===== config.mk =====
export PLATFORM = sky130hd
export DESIGN_NAME = aivdm_sentence_parser
export DESIGN_NICKNAME = d
export VERILOG_FILES = /design/src/rtl/core/aivd_pkg.sv /design/src/rtl/core/aivd_cfg_regs.sv /design/src/rtl/core/aivd_parse_core.sv /design/src/rtl/core/aivd_out_queue.sv /design/src/rtl/core/aivdm_sentence_parser.sv
export SDC_FILE = /design/constraint.sdc
export NUM_CORES = 1
export LEC_CHECK = 0
export BUFFER_PORTS_ARGS = -buffer_cell sky130_fd_sc_hd__buf_2
export CAP_MARGIN = 20
export CORE_AREA = 5 5 150 152
export CTS_CLUSTER_DIAMETER = 60
export DETAILED_ROUTE_END_ITERATION = 7
export DIE_AREA = 0 0 155 157
export GPL_TIMING_DRIVEN = 1
export HOLD_SLACK_MARGIN = 0.05
export PLACE_DENSITY = 0.6
export RECOVER_POWER = 50
export SYNTH_ARGS = -nofsm -noshare
export SYNTH_HDL_FRONTEND = slang
export SYNTH_SLANG_ARGS = --single-unit

===== constraint.sdc =====
create_clock -name clk -period 9.89 [get_ports clk]
set_input_delay 0.989 -clock clk [delete_from_list [all_inputs] [get_ports clk]]
set_output_delay 0.989 -clock clk [all_outputs]
set_load 0.01 [all_outputs]

===== src/rtl/core/aivd_pkg.sv =====
`timescale 1ns / 1ps

package aivd_pkg;

  localparam int unsigned AddrW = 4;
  localparam int unsigned DataW = 32;
  localparam int unsigned FieldW = 4;

  // register index, taken from paddr[3:2]
  localparam logic [1:0] REG_PAYLOAD_FIELD = 2'd0;
  localparam logic [1:0] REG_COUNT_FIELD   = 2'd1;
  localparam logic [1:0] REG_NUMBER_FIELD  = 2'd2;

  localparam logic [FieldW-1:0] PAYLOAD_FIELD_RST = 4'd5;
  localparam logic [FieldW-1:0] COUNT_FIELD_RST   = 4'd1;
  localparam logic [FieldW-1:0] NUMBER_FIELD_RST  = 4'd2;

  typedef struct packed {
    logic [FieldW-1:0] payload_field;
    logic [FieldW-1:0] count_field;
    logic [FieldW-1:0] number_field;
  } aivd_cfg_t;

  // everything one sentence byte produces: an optional symbol, an optional status
  typedef struct packed {
    logic       has_sym;
    logic [5:0] symbol;
    logic       has_stat;
    logic       checksum_ok;
    logic [7:0] fragment_count;
    logic [7:0] fragment_number;
    logic       has_payload;
  } aivd_run_t;

endpackage


===== src/rtl/core/aivd_cfg_regs.sv =====
`timescale 1ns / 1ps

module aivd_cfg_regs import aivd_pkg::*; (
  input  logic             clk,
  input  logic             rst_n,
  input  logic             psel,
  input  logic             penable,
  input  logic             pwrite,
  input  logic [AddrW-1:0] paddr,
  input  logic [DataW-1:0] pwdata,
  output logic [DataW-1:0] prdata,
  output logic             pready,
  output aivd_cfg_t        cfg_o
);

  aivd_cfg_t  cfg_r;
  logic       wr_en;
  logic [1:0] reg_idx;

  assign pready  = 1'b1;
  assign reg_idx = paddr[3:2];
  assign wr_en   = psel & penable & pwrite;

  always_ff @(posedge clk) begin
    if (!rst_n) begin
      cfg_r.payload_field <= PAYLOAD_FIELD_RST;
      cfg_r.count_field   <= COUNT_FIELD_RST;
      cfg_r.number_field  <= NUMBER_FIELD_RST;
    end else if (wr_en) begin
      case (reg_idx)
        REG_PAYLOAD_FIELD: cfg_r.payload_field <= pwdata[FieldW-1:0];
        REG_COUNT_FIELD:   cfg_r.count_field   <= pwdata[FieldW-1:0];
        REG_NUMBER_FIELD:  cfg_r.number_field  <= pwdata[FieldW-1:0];
        default: ;
      endcase
    end
  end

  always_comb begin
    prdata = '0;
    case (reg_idx)
      REG_PAYLOAD_FIELD: prdata[FieldW-1:0] = cfg_r.payload_field;
      REG_COUNT_FIELD:   prdata[FieldW-1:0] = cfg_r.count_field;
      REG_NUMBER_FIELD:  prdata[FieldW-1:0] = cfg_r.number_field;
      default:           prdata = '0;
    endcase
  end

  assign cfg_o = cfg_r;

endmodule


===== src/rtl/core/aivd_parse_core.sv =====
`timescale 1ns / 1ps

module aivd_parse_core import aivd_pkg::*; (
  input  logic      clk,
  input  logic      rst_n,
  input  aivd_cfg_t cfg_i,
  input  logic      in_valid,
  output logic      in_ready,
  input  logic [7:0] in_byte_req,
  input  logic      in_last,
  input  logic      q_ready_i,
  output logic      push_o,
  output aivd_run_t run_o
);

  localparam logic [7:0] CH_DOLLAR = 8'h24;
  localparam logic [7:0] CH_BANG   = 8'h21;
  localparam logic [7:0] CH_STAR   = 8'h2A;
  localparam logic [7:0] CH_COMMA  = 8'h2C;

  localparam logic [1:0] PH_EMPTY = 2'd0;
  localparam logic [1:0] PH_DIGIT = 2'd1;
  localparam logic [1:0] PH_ENDED = 2'd2;
  localparam logic [1:0] PH_BAD   = 2'd3;

  // input register
  logic       stage_valid_r;
  logic [7:0] stage_byte_r;
  logic       stage_last_r;
  logic       fire;

  // sentence state
  logic       start_seen_r, start_seen_nxt;
  logic       star_seen_r, star_seen_nxt;
  logic       framing_bad_r, framing_bad_nxt;
  logic       data_seen_r, data_seen_nxt;
  logic [7:0] xor_sum_r, xor_sum_nxt;
  logic [1:0] hex_digits_r, hex_digits_nxt;
  logic [7:0] hex_value_r, hex_value_nxt;
  logic       hex_bad_r, hex_bad_nxt;
  logic [3:0] comma_count_r, comma_count_nxt;
  logic [7:0] count_value_r, count_value_nxt;
  logic [1:0] count_phase_r, count_phase_nxt;
  logic [7:0] number_value_r, number_value_nxt;
  logic [1:0] number_phase_r, number_phase_nxt;
  logic       payload_stopped_r, payload_stopped_nxt;
  logic       payload_nonempty_r, payload_nonempty_nxt;

  logic [7:0] b;
  logic [4:0] hex_nib;
  logic [9:0] cnt_step, num_step;
  logic       emit_sym;
  aivd_run_t  run;

  // {valid, nibble}
  function automatic logic [4:0] hex_of(input logic [7:0] c);
    logic [7:0] t;
    begin
      t = '0;
      hex_of = '0;
      if (c inside {[8'h30:8'h39]}) begin
        hex_of = {1'b1, c[3:0]};
      end else if (c inside {[8'h41:8'h46]}) begin
        t = c - 8'h37;
        hex_of = {1'b1, t[3:0]};
      end else if (c inside {[8'h61:8'h66]}) begin
        t = c - 8'h57;
        hex_of = {1'b1, t[3:0]};
      end
    end
  endfunction

  // {phase, value}
  function automatic logic [9:0] dec_feed(input logic [7:0] c, input logic [7:0] val,
                                          input logic [1:0] ph);
    logic        dig;
    logic [11:0] acc;
    begin
      dig = c inside {[8'h30:8'h39]};
      acc = ({4'b0, val} << 3) + ({4'b0, val} << 1) + {8'b0, c[3:0]};
      dec_feed = {ph, val};
      case (ph)
        PH_EMPTY: dec_feed = dig ? {PH_DIGIT, 4'b0, c[3:0]} : {PH_BAD, val};
        PH_DIGIT: begin
          if (dig) begin
            dec_feed = {PH_DIGIT, (acc > 12'd255) ? 8'd255 : acc[7:0]};
          end else begin
            dec_feed = {PH_ENDED, val};
          end
        end
        default: dec_feed = {ph, val};
      endcase
    end
  endfunction

  function automatic logic [7:0] dec_result(input logic [7:0] val, input logic [1:0] ph);
    begin
      dec_result = (ph inside {PH_DIGIT, PH_ENDED}) ? val : 8'd1;
    end
  endfunction

  function automatic logic [5:0] dearmor(input logic [7:0] c);
    logic [7:0] v;
    begin
      v = c - 8'd48;
      if (v > 8'd40) v = v - 8'd8;
      dearmor = v[5:0];
    end
  endfunction

  assign fire     = stage_valid_r & q_ready_i;
  assign in_ready = ~stage_valid_r | fire;
  assign b        = stage_byte_r;
  assign hex_nib  = hex_of(b);

  always_ff @(posedge clk) begin
    if (!rst_n) begin
      stage_valid_r <= 1'b0;
    end else if (in_valid && in_ready) begin
      stage_valid_r <= 1'b1;
    end else if (fire) begin
      stage_valid_r <= 1'b0;
    end
  end

  always_ff @(posedge clk) begin
    if (in_valid && in_ready) begin
      stage_byte_r <= in_byte_req;
      stage_last_r <= in_last;
    end
  end

  always_comb begin
    start_seen_nxt       = start_seen_r;
    star_seen_nxt        = star_seen_r;
    framing_bad_nxt      = framing_bad_r;
    data_seen_nxt        = data_seen_r;
    xor_sum_nxt          = xor_sum_r;
    hex_digits_nxt       = hex_digits_r;
    hex_value_nxt        = hex_value_r;
    hex_bad_nxt          = hex_bad_r;
    comma_count_nxt      = comma_count_r;
    count_value_nxt      = count_value_r;
    count_phase_nxt      = count_phase_r;
    number_value_nxt     = number_value_r;
    number_phase_nxt     = number_phase_r;
    payload_stopped_nxt  = payload_stopped_r;
    payload_nonempty_nxt = payload_nonempty_r;
    emit_sym             = 1'b0;
    cnt_step             = dec_feed(b, count_value_r, count_phase_r);
    num_step             = dec_feed(b, number_value_r, number_phase_r);

    // checksum framing
    if (star_seen_r) begin
      if (hex_digits_r != 2'd2) begin
        if (hex_nib[4]) begin
          hex_value_nxt  = {hex_value_r[3:0], hex_nib[3:0]};
          hex_digits_nxt = hex_digits_r + 2'd1;
        end else begin
          if (hex_digits_r == 2'd0) hex_bad_nxt = 1'b1;
          hex_digits_nxt = 2'd2;
        end
      end
    end else if (b == CH_STAR) begin
      if (!start_seen_r || !data_seen_r) framing_bad_nxt = 1'b1;
      star_seen_nxt = 1'b1;
    end else if (start_seen_r) begin
      xor_sum_nxt   = xor_sum_r ^ b;
      data_seen_nxt = 1'b1;
    end else if (b inside {CH_DOLLAR, CH_BANG}) begin
      start_seen_nxt = 1'b1;
    end

    // field tracking
    if (b == CH_COMMA) begin
      if (comma_count_r != 4'd15) comma_count_nxt = comma_count_r + 4'd1;
    end else begin
      if (comma_count_r == cfg_i.count_field) begin
        {count_phase_nxt, count_value_nxt} = cnt_step;
      end
      if (comma_count_r == cfg_i.number_field) begin
        {number_phase_nxt, number_value_nxt} = num_step;
      end
      if (comma_count_r == cfg_i.payload_field && !payload_stopped_r) begin
        if (b == CH_STAR) begin
          payload_stopped_nxt = 1'b1;
        end else begin
          emit_sym             = 1'b1;
          payload_nonempty_nxt = 1'b1;
        end
      end
    end

    run.has_sym         = emit_sym;
    run.symbol          = dearmor(b);
    run.has_stat        = stage_last_r;
    run.checksum_ok     = start_seen_nxt & star_seen_nxt & ~framing_bad_nxt & ~hex_bad_nxt &
                          (hex_digits_nxt != 2'd0) & ~xor_sum_nxt[7] &
                          (xor_sum_nxt == hex_value_nxt);
    run.fragment_count  = dec_result(count_value_nxt, count_phase_nxt);
    run.fragment_number = dec_result(number_value_nxt, number_phase_nxt);
    run.has_payload     = payload_nonempty_nxt;
  end

  assign push_o = fire & (emit_sym | stage_last_r);
  assign run_o  = run;

  always_ff @(posedge clk) begin
    if (!rst_n || (fire && stage_last_r)) begin
      // drop the whole sentence state after the status byte
      start_seen_r       <= 1'b0;
      star_seen_r        <= 1'b0;
      framing_bad_r      <= 1'b0;
      data_seen_r        <= 1'b0;
      xor_sum_r          <= '0;
      hex_digits_r       <= '0;
      hex_value_r        <= '0;
      hex_bad_r          <= 1'b0;
      comma_count_r      <= '0;
      count_value_r      <= '0;
      count_phase_r      <= PH_EMPTY;
      number_value_r     <= '0;
      number_phase_r     <= PH_EMPTY;
      payload_stopped_r  <= 1'b0;
      payload_nonempty_r <= 1'b0;
    end else if (fire) begin
      start_seen_r       <= start_seen_nxt;
      star_seen_r        <= star_seen_nxt;
      framing_bad_r      <= framing_bad_nxt;
      data_seen_r        <= data_seen_nxt;
      xor_sum_r          <= xor_sum_nxt;
      hex_digits_r       <= hex_digits_nxt;
      hex_value_r        <= hex_value_nxt;
      hex_bad_r          <= hex_bad_nxt;
      comma_count_r      <= comma_count_nxt;
      count_value_r      <= count_value_nxt;
      count_phase_r      <= count_phase_nxt;
      number_value_r     <= number_value_nxt;
      number_phase_r     <= number_phase_nxt;
      payload_stopped_r  <= payload_stopped_nxt;
      payload_nonempty_r <= payload_nonempty_nxt;
    end
  end

`ifndef SYNTH
  a_clear_after_last: assert property (@(posedge clk) disable iff (!rst_n)
    (fire && stage_last_r) |=> (comma_count_r == 4'd0 && !star_seen_r && !start_seen_r))
    else $error("sentence state not cleared after last byte");

  a_digits_need_star: assert property (@(posedge clk) disable iff (!rst_n)
    (hex_digits_r != 2'd0) |-> star_seen_r)
    else $error("checksum digits taken without a star");
`endif

endmodule


===== src/rtl/core/aivd_out_queue.sv =====
`timescale 1ns / 1ps

module aivd_out_queue import aivd_pkg::*; (
  input  logic       clk,
  input  logic       rst_n,
  input  logic       push_i,
  input  aivd_run_t  run_i,
  output logic       q_ready_o,
  output logic       out_valid,
  input  logic       out_ready,
  output logic       out_kind,
  output logic [5:0] out_symbol,
  output logic       out_checksum_ok,
  output logic [7:0] out_fragment_count,
  output logic [7:0] out_fragment_number,
  output logic       out_has_payload,
  output logic       out_end_of_run
);

  aivd_run_t  mem_r [2];
  logic       head_r, tail_r;
  logic [1:0] count_r, count_nxt;
  logic       sub_r;
  logic       show_sym;
  logic       take;
  logic       pop;
  aivd_run_t  head;

  assign head      = mem_r[head_r];
  assign q_ready_o = (count_r != 2'd2);
  assign out_valid = (count_r != 2'd0);
  assign show_sym  = head.has_sym & ~sub_r;
  assign take      = out_valid & out_ready;
  // an entry leaves after its final result transfer
  assign pop       = take & ~(show_sym & head.has_stat);

  assign out_kind            = ~show_sym;
  assign out_symbol          = show_sym ? head.symbol : 6'd0;
  assign out_checksum_ok     = show_sym ? 1'b0 : head.checksum_ok;
  assign out_fragment_count  = show_sym ? 8'd0 : head.fragment_count;
  assign out_fragment_number = show_sym ? 8'd0 : head.fragment_number;
  assign out_has_payload     = show_sym ? 1'b0 : head.has_payload;
  assign out_end_of_run      = show_sym ? ~head.has_stat : 1'b1;

  always_comb begin
    count_nxt = count_r;
    case ({push_i, pop})
      2'b10:   count_nxt = count_r + 2'd1;
      2'b01:   count_nxt = count_r - 2'd1;
      default: count_nxt = count_r;
    endcase
  end

  always_ff @(posedge clk) begin
    if (!rst_n) begin
      head_r  <= 1'b0;
      tail_r  <= 1'b0;
      count_r <= '0;
      sub_r   <= 1'b0;
    end else begin
      count_r <= count_nxt;
      if (push_i) tail_r <= ~tail_r;
      if (pop) begin
        head_r <= ~head_r;
        sub_r  <= 1'b0;
      end else if (take) begin
        sub_r <= 1'b1;
      end
    end
  end

  always_ff @(posedge clk) begin
    if (push_i) mem_r[tail_r] <= run_i;
  end

`ifndef SYNTH
  a_no_overflow: assert property (@(posedge clk) disable iff (!rst_n)
    push_i |-> (count_r != 2'd2))
    else $error("result queue overflow");

  a_sub_only_on_pair: assert property (@(posedge clk) disable iff (!rst_n)
    sub_r |-> (count_r != 2'd0 && head.has_sym && head.has_stat))
    else $error("second result selected on an entry without two results");
`endif

endmodule


===== src/rtl/core/aivdm_sentence_parser.sv =====
`timescale 1ns / 1ps

// Channel | Handshake          | Payload
// in_     | in_valid/in_ready  | in_byte_req[7:0], in_last
// out_    | out_valid/out_ready| kind, symbol, checksum_ok, fragment_count/number,
//         |                    | has_payload, end_of_run
// cfg     | psel/penable/pready| paddr[3:0], pwrite, pwdata, prdata (32 bits)
//
// One byte is accepted per cycle while the result queue has room; its results
// pass through the input register and then the result queue to the output.
// A byte that yields a symbol and a status needs two output transfers, and the
// output gives one per cycle, so the input may stall then.
// Reset sets payload/count/number field to 5/1/2 and clears the sentence state.
// A stalled output fills the two-entry result queue, then in_ready drops.

module aivdm_sentence_parser import aivd_pkg::*; (
  input  logic             clk,
  input  logic             rst_n,
  input  logic             in_valid,
  output logic             in_ready,
  input  logic [7:0]       in_byte_req,
  input  logic             in_last,
  output logic             out_valid,
  input  logic             out_ready,
  output logic             out_kind,
  output logic [5:0]       out_symbol,
  output logic             out_checksum_ok,
  output logic [7:0]       out_fragment_count,
  output logic [7:0]       out_fragment_number,
  output logic             out_has_payload,
  output logic             out_end_of_run,
  input  logic             psel,
  input  logic             penable,
  input  logic             pwrite,
  input  logic [AddrW-1:0] paddr,
  input  logic [DataW-1:0] pwdata,
  output logic [DataW-1:0] prdata,
  output logic             pready
);

  aivd_cfg_t cfg;
  aivd_run_t run;
  logic      push;
  logic      q_ready;

  aivd_cfg_regs u_cfg (
    .clk     (clk),
    .rst_n   (rst_n),
    .psel    (psel),
    .penable (penable),
    .pwrite  (pwrite),
    .paddr   (paddr),
    .pwdata  (pwdata),
    .prdata  (prdata),
    .pready  (pready),
    .cfg_o   (cfg)
  );

  aivd_parse_core u_core (
    .clk         (clk),
    .rst_n       (rst_n),
    .cfg_i       (cfg),
    .in_valid    (in_valid),
    .in_ready    (in_ready),
    .in_byte_req (in_byte_req),
    .in_last     (in_last),
    .q_ready_i   (q_ready),
    .push_o      (push),
    .run_o       (run)
  );

  aivd_out_queue u_queue (
    .clk                 (clk),
    .rst_n               (rst_n),
    .push_i              (push),
    .run_i               (run),
    .q_ready_o           (q_ready),
    .out_valid           (out_valid),
    .out_ready           (out_ready),
    .out_kind            (out_kind),
    .out_symbol          (out_symbol),
    .out_checksum_ok     (out_checksum_ok),
    .out_fragment_count  (out_fragment_count),
    .out_fragment_number (out_fragment_number),
    .out_has_payload     (out_has_payload),
    .out_end_of_run      (out_end_of_run)
  );

endmodule

==> results of run 1 <==
-- worst max-delay path by stage --
stage / startpoint / endpoint / slack (ps) / cells after the start
4_1_cts: u_core.b[0]$_DFFE_PP_ / u_queue.mem_r[1][17]$_DFFE_PP_ / 5540 / 9
6_report: u_core.b[1]$_DFFE_PP_ / u_queue.mem_r[1][17]$_DFFE_PP_ / 4080 / 9
3_3_place_gp: u_core.b[0]$_DFFE_PP_ / u_queue.mem_r[0][17]$_DFFE_PP_ / 5570 / 9
3_5_place_dp: u_core.b[0]$_DFFE_PP_ / u_queue.mem_r[0][17]$_DFFE_PP_ / 5560 / 9
2_1_floorplan: u_core.b[4]$_DFFE_PP_ / u_queue.mem_r[0][0]$_DFFE_PP_ / 6500 / 8
5_1_grt: u_core.b[0]$_DFFE_PP_ / u_queue.mem_r[1][17]$_DFFE_PP_ / 3820 / 9
-- per-stage QoR --
stage / worst slack [ps] / area [µm²] / hold WS [ps] / utilization
2_1_floorplan: 6500 / 7750 / 429 / -
3_3_place_gp: 5570 / 8070 / 442 / 0.386
3_5_place_dp: 5560 / 8070 / 456 / 0.386
4_1_cts: 5540 / 8670 / 472 / 0.415
5_1_grt: 3820 / 8570 / 496 / 0.410
6_report: 4080 / 8570 / 468 / 0.410
-- logic make-up after synthesis --
family          after synthesis  synth area share
compound gates              150             0.131
other cells                   2          0.000982
flops                       129             0.417
simple gates                278             0.174
xor+xnor                     57            0.0653
buf+inv                      87            0.0576
mux                          51            0.0671
fa+ha+maj                    51            0.0874
-- cells in the mapped netlist, drive strengths merged, types with 6 or more instances --
cell    count
ha         47
nor2       99
buf        35
and2       13
nor4        8
o21ai      48
a211oi      7
xnor2      27
nand2b     10
inv        20
nand4       7
a21oi      34
a31oi      11
o21a        6
nor3       14
nor2b      16
xor2       30
edfxtp     61
clkbuf     31
dfxtp      68
nand2      70
mux2i      49
nand3      15
-- power groups by stage --
stage	clock network, mW	registers [mW]	logic [mW]
after floorplan	0	0.585	0.0879
after global placement	0	0.590	0.113
after detailed placement	0	0.590	0.114
after CTS	0.643	0.579	0.114
after global routing	0.671	0.580	0.123
final	0.631	0.579	0.110
-- sequential cells by signal, indices dropped and copies added (netlist names), 2 cells and up, named ones only --
register and count:
u_queue.mem_r 52, u_queue.count_r 2, u_core.count_phase_r 2, u_cfg.cfg_o 12
u_core.hex_digits_r 2, u_core.xor_sum_r 8, u_core.count_value_r 8, u_core.hex_value_r 8
u_core.number_value_r 8, u_core.b 8, u_core.number_phase_r 2, u_core.comma_count_r 4
-- area by class of cell --
cell class / instances / area [µm²] / area share
flip-flops and latches: 129 / 3190 / 0.373
repair buffers: 62 / 275 / 0.0321
inverters: 21 / 78.8 / 0.00920
clock inverters: 15 / 170 / 0.0199
multi-input cells: 616 / 4080 / 0.476
well taps: 275 / 344 / 0.0401
clock buffers: 17 / 425 / 0.0496
-- per-layer routing --
metal,vias up,part of all wire,track usage
met3,10,0.045,0.0291
met1,2713,0.49,0.192
met2,135,0.46,0.232
met5,-,0,0
met4,0,0.0068,0.0328
li1,2887,-,-
-- worst register-to-register path, stage by stage (launching register included) --
cell and delay (ps):
edfxtp_1 810, inv_1 300, ha_1 290, o311a_1 400
o21a_1 420, o41ai_1 2050, nand2_1 120, o311a_1 180
or3_1 360, nor4_2 590
-- placed cells by master (no fill, tap or decap), drive strengths merged, types with 4 or more instances in the layout --
cell type / n
a211oi: 7
a21o: 4
a21oi: 34
a31oi: 11
and2: 13
buf: 24
clkbuf: 55
clkinv: 4
conb: 29
dfxtp: 68
edfxtp: 61
fa: 4
ha: 47
inv: 28
mux2i: 49
nand2: 70
nand2b: 10
nand3: 15
nand4: 7
nor2: 99
nor2b: 16
nor3: 14
nor3b: 4
nor4: 8
o21a: 6
o21ai: 48
o22ai: 4
or2: 4
or3: 4
or4: 4
xnor2: 27
xor2: 30
==> metrics.md, run 1 <==
| Metric | Value |
|---|---|
| HP Class | register to register |
| Reg2Reg Depth | 9 |
| Initial Util | 0.366 |
| EDFF count, synth | between 60 and 70 |
| Die area | 0.0243 mm² |
| Clk buf depth | 2 |
| Worst-skew pair later-pin latency | between 400 and 500 ps |
| Clock skew | 10.2 ps |
| Die span in y | ~160 µm |
| Max-slew violations | 43 |
| Sequential-to-total area share from yosys stat | 0.417 |
| Remaining Overflow, GRT | 0 |
| Maximum vdd ir drop | 0.114 mV |
| Worst EP arrival | about 5900 ps |
| Sw frac | 0.253 |
| Number of port buffers | 53 |
| Detail Route Antenna Nets | 0 |
| Crit path buf inv count | 1 |
| RSZ-0062 raised after global routing | no |
| Leakage | 3.27 nW |
| Num CTS Buffers | 17 |
| Avg Inst Size Synth | 9.50 µm² |
| Routed length per instance | 14.9 µm |
| WL final | 16900 µm |
| Startpoint types | register |
| Post-CTS resize count | 0 |
| Max Clk Rate | between 150 and 200 MHz |
| Fill count | approximately 2100 |
| Finished Layout Cells | 1135 |
| Synth top area share | 0.239 |
| Reg2reg end | u_queue.mem_r[1][17]$_DFFE_PP_ |
| Hold Path Depth | 2 |
| Status | complete, but fails checks |
| Placed Cells incl. Taps | between 1000 and 1500 |
| Crit path max fanout | 16 |
| Core ar. | 0.0209 mm² |
| Rows | 53 |
| DRC | 0 |
| Synth-to-Final Area Change | 12.1% |
| Gr usage total | 0.141 |
| CP endpoint kind | register |
| Psw | 335 µW |
| Clock network fraction of design power | 0.478 |
| Int Pwr | 986 µW |
| Actual slew at the worst max-slew pin | between 2000 and 2500 ps |
| Total clock sinks | 129 |
| Final worst path period need | 5810 ps |
| RR Startpoint | u_core.b[1]$_DFFE_PP_ |
| Initial antenna violation count | 0 |
| Crit path max-delay family | compound AO/OA/AOI/OAI gates |
| Routed vias/inst | slightly above 5 |
| IO Count | 113 |
| Worst Path Required | 10020 ps |
| Tot Pwr | 1.32 mW |
| Critical path cell sequence | inv_1, ha_1, o311a_1, o21a_1, o41ai_1, nand2_1, o311a_1, or3_1, nor4_2 |
| TritonCTS clock tree | built |
| Cells after Synth | around 800 |
| Async set-reset flop share out of synthesis | 0 |
| Failing checks | max-capacitance violations, max-slew violations |
| First-pass GRT wire length | between 20000 and 30000 µm |
| Area contributors post-synth | edfxtp_1, dfxtp_1, ha_1, mux2i_1, nor2_1 |
| Hold endpoint | u_core.payload_nonempty_r$_SDFFE_PP0P_ |
| Comb pwr share | 0.083 |
| CP most frequent cell | o311a_1 |
| Final Hold Vio Count | 0 |
| Chip width | 155 µm |
| Clk root buf | clkbuf_16 |
| Final setup viols | 0 |
| PwrDens | 154 mW/mm² |
| Setup bufs post-CTS | 0 |
| CP peak stage delay | 2050 ps |
| Post-route setup TNS | 0 ps |
| # H-tree levels | 4 |
| CP Class | register to register |
| Final GP Congestion | 0.811 |
| Diodes inserted | 0 |
| Layout cells sized above 1 | 0.0826 |
| Hold path start | u_core.payload_nonempty_r$_SDFFE_PP0P_ |
| Sequential share of power | 0.438 |
| CTS Hold Bufs | 0 |
| Layout Nets | 950 |
| Drt pass-1 iters | 7 |
| Vias in the first global route | 5521 |
| Maxcap violations | 2 |
| Synthesized cell area | 0.00765 mm² |
| Crit share post-route | 0.587 |
| Slowest cell on the critical path | o41ai_1 |
| Vias | roughly 5700 |
| Synth warnings | 0 |
| Iteration-0 DRC Markers | 512 |
| Clock transition at the registers of the reported paths | 60 ps |
| Yosys reg bits | 129 |
| Detail Placement HPWL | 12000 µm |
| Main synth FF type | dfxtp_1 |
| Distinct cells, synth | 67 |
| Cell taking the most area after synthesis | edfxtp_1 |
| Slew HR | -0.633 |
| Largest net degree at the start of global routing | 40 |
| Internal reg-to-reg setup slack | 4080 ps |
Power figures use the tool's default switching activity.
==> run 2: changes to the inputs <==
--- a/config.mk
+++ b/config.mk
@@ -5,12 +5,13 @@
 export SDC_FILE = /design/constraint.sdc
 export NUM_CORES = 1
 export LEC_CHECK = 0
+export ABC_AREA = 1
 export BUFFER_PORTS_ARGS = -buffer_cell sky130_fd_sc_hd__buf_2
 export CAP_MARGIN = 20
-export CORE_AREA = 5 5 150 152
+export CORE_AREA = 5 5 155 157
 export CTS_CLUSTER_DIAMETER = 60
 export DETAILED_ROUTE_END_ITERATION = 7
-export DIE_AREA = 0 0 155 157
+export DIE_AREA = 0 0 160 162
 export GPL_TIMING_DRIVEN = 1
 export HOLD_SLACK_MARGIN = 0.05
 export PLACE_DENSITY = 0.6
==> constraint.sdc (replaced) <==
create_clock -name clk -period 5.8 [get_ports clk]
set_input_delay 0.58 -clock clk [delete_from_list [all_inputs] [get_ports clk]]
set_output_delay 0.58 -clock clk [all_outputs]
set_load 0.01 [all_outputs]
==> metrics.md, run 2 <==
| Metric | Value |
|---|---|
| Status | complete, but fails checks |
| Failing checks | max-capacitance violations, max-slew violations |
| Critical path cell sequence | inv_1, a21oi_1, clkbuf_1, nand2_1, nand2_1, inv_1, nor2_2, clkbuf_1 |
| Diodes inserted | 0 |
| Most numerous cell in the Yosys netlist | nand2_1 |
| Maxcap violations | 1 |
| Clock network fraction of design power | 0.427 |
| First-pass GRT wire length | roughly 30000 µm |
| WL final | 18300 µm |
| Remaining Overflow, GRT | 0 |
| Clk buf depth | 2 |
| Actual slew at the worst max-slew pin | around 2000 ps |
| Detail Route Antenna Nets | 0 |
| Avg Inst Size Synth | 7.40 µm² |
| Synth Area in XOR/XNOR | 0.0256 |
| Clock skew | between 20 and 25 ps |
| Crit path max-delay family | buffers and inverters |
| Slowest cell on the critical path | clkbuf_1 |
| Cells after Synth | 1110 |
| Max-slew violations | 52 |
| Crit path max fanout | 51 |
| Startpoint types | register |
| Rows | 55 |
| Register bank with the most flops | u_queue.mem_r |
| Top post-synthesis cells by count | nand2_1, inv_1, nor2_1, dfxtp_1, o21ai_0 |
| Post-CTS resize count | 0 |
| PwrDens | 262 mW/mm² |
| Int Pwr | around 1.7 mW |
| Clock transition at the registers of the reported paths | ~60 ps |
| Routed vias/inst | approximately 4.6 |
| Most common cell after layout, fill and taps aside | nand2_1 |
| Yosys reg bits | between 100 and 150 |
| Routed length per instance | about 13 µm |
| Max Clk Rate | 237 MHz |
| CP endpoint kind | register |
| Crit path buf inv count | 4 |
| Mux contribution to synthesized area | 0 |
| Clk root buf | clkbuf_16 |
| Maximum vdd ir drop | 0.190 mV |
| EDFF count, synth | approximately 60 |
| Final GP Congestion | 0.884 |
| Final Hold Vio Count | 0 |
| Die span in y | 162 µm |
| Num CTS Buffers | 17 |
| Finished Layout Cells | 1452 |
| Synth-to-Final Area Change | 10.8% |
| Crit share post-route | 0.728 |
| Final worst path period need | roughly 4200 ps |
| Synthesized cell area | 0.00821 mm² |
| Post-route setup TNS | 0 ps |
| Simple-Gate Fraction of Synth Area | 0.279 |
| Vias in the first global route | 6106 |
| Setup bufs post-CTS | 0 |
| Vias | 6750 |
| Leakage | 4.41 nW |
| Sw frac | 0.285 |
| Dpl ws | between 2000 and 2500 ps |
| DRC | 0 |
| Initial antenna violation count | 0 |
| Area contributors post-synth | edfxtp_1, dfxtp_1, nand2_1, ha_1, inv_1 |
| Synth top area share | 0.223 |
| Largest family of logic cells by synthesized area | simple AND/OR/NAND/NOR gates |
| Drt pass-1 iters | 5 |
| Chip width | approximately 160 µm |
| Setup slack after layout | about 1600 ps |
| Layout cells sized above 1 | 0.0985 |
| CTS Hold Bufs | 0 |
| IO Count | around 110 |
| Die area | between 0.02 and 0.03 mm² |
| Placed Cells incl. Taps | 1420 |
| Slew HR | -0.342 |
| Design area | 0.00910 mm² |
| Post-Synth Adder-Cell Area | 0.0814 |
| Sequential-to-total area share from yosys stat | 0.389 |
| Initial Util | 0.367 |
| Worst-skew pair later-pin latency | ~430 ps |
| Placed inst area | 0.00859 mm² |
| Gr usage total | 0.143 |
| Sequential share of power | 0.431 |
| Number of port buffers | 53 |
| CP Class | register to register |
| Cell taking the most area after synthesis | edfxtp_1 |
| CP peak stage delay | 1470 ps |
| HP Class | input port to register |
| Worst Path Required | 5820 ps |
| Synth warnings | 0 |
| RSZ-0062 raised after global routing | no |
| Iteration-0 DRC Markers | 384 |
| Most frequent cells in the layout | nand2_1, inv_1, nor2_1 |
| Final setup viols | 0 |
| Largest register FFs | 52 |
| Total clock sinks | 129 |
| Distinct cells, synth | 51 |
| Psw | approximately 680 µW |
| Worst EP arrival | 4240 ps |
| Async set-reset flop share out of synthesis | 0 |
| Core ar. | 0.0224 mm² |
| Main synth FF type | dfxtp_1 |
| Largest net degree at the start of global routing | 52 |
| # H-tree levels | 4 |
| Detail Placement HPWL | 13500 µm |
| Synth Area in Compound Gates | 0.106 |
| TritonCTS clock tree | built |
| Comb pwr share | 0.142 |
| Layout Nets | 1257 |
## run 2: worst paths after layout
kind                                                        startpoint                                      to  slack [ps]  cells after the start
worst max-delay path                   u_queue.count_r[0]$_SDFFE_PN0P_          u_queue.mem_r[1][15]$_DFFE_PP_        1580                      8
worst min-delay path                                    in_byte_req[7]                   u_core.b[7]$_DFFE_PP_         330                      1
worst max register to register         u_queue.count_r[0]$_SDFFE_PN0P_          u_queue.mem_r[1][15]$_DFFE_PP_        1580                      8
worst min register to register  u_core.payload_nonempty_r$_SDFFE_PP0P_  u_core.payload_nonempty_r$_SDFFE_PP0P_         460                      2
## run 2: cells by family after synthesis
family | Yosys count
AO/OA/AOI/OAI | 163
adder cells (fa/ha/maj) | 51
other | 2
flip-flops | 129
AND/OR/NAND/NOR | 529
buffers and inverters | 212
XOR/XNOR | 24
## run 2: worst register-to-register path, cell delays in order (launching register included)
cell	delay, ps
dfxtp_1	370
inv_1	100
a21oi_1	180
clkbuf_1	1470
nand2_1	290
nand2_1	160
inv_1	90
nor2_2	80
clkbuf_1	1080
## run 2: power by group through the flow
stage          Combinational [mW]  Clock, mW  Sequential [mW]
2_1_floorplan               0.278          0             1.03
3_3_place_gp                0.339          0             1.05
3_5_place_dp                0.342          0             1.05
4_1_cts                     0.344       1.04             1.03
5_1_grt                     0.392       1.09             1.03
6_report                    0.338       1.02             1.03
## run 2: cell type report
class | count | area (µm²)
repair buffers | 57 | 274
inverters | 153 | 582
fillers | 2324 | 13300
multi-input cells | 796 | 4140
flip-flops and latches | 129 | 3190
clock buffers | 18 | 429
clock inverters | 14 | 129
well taps | 285 | 357
## run 2: per-stage QoR
stage          utilization  power, mW  hold slack [ps]
2_1_floorplan            -       1.31              426
3_3_place_gp         0.384       1.38              439
3_5_place_dp         0.384       1.39              445
4_1_cts              0.409       2.41              312
5_1_grt              0.407       2.51              313
6_report             0.407       2.38              328
## run 2: layer usage
layer	share of wire	vias up	track usage
met3	0.046	18	0.0330
met2	0.45	144	0.228
li1	-	3595	-
met5	0	-	0
met4	0.014	0	0.0442
met1	0.49	2993	0.193
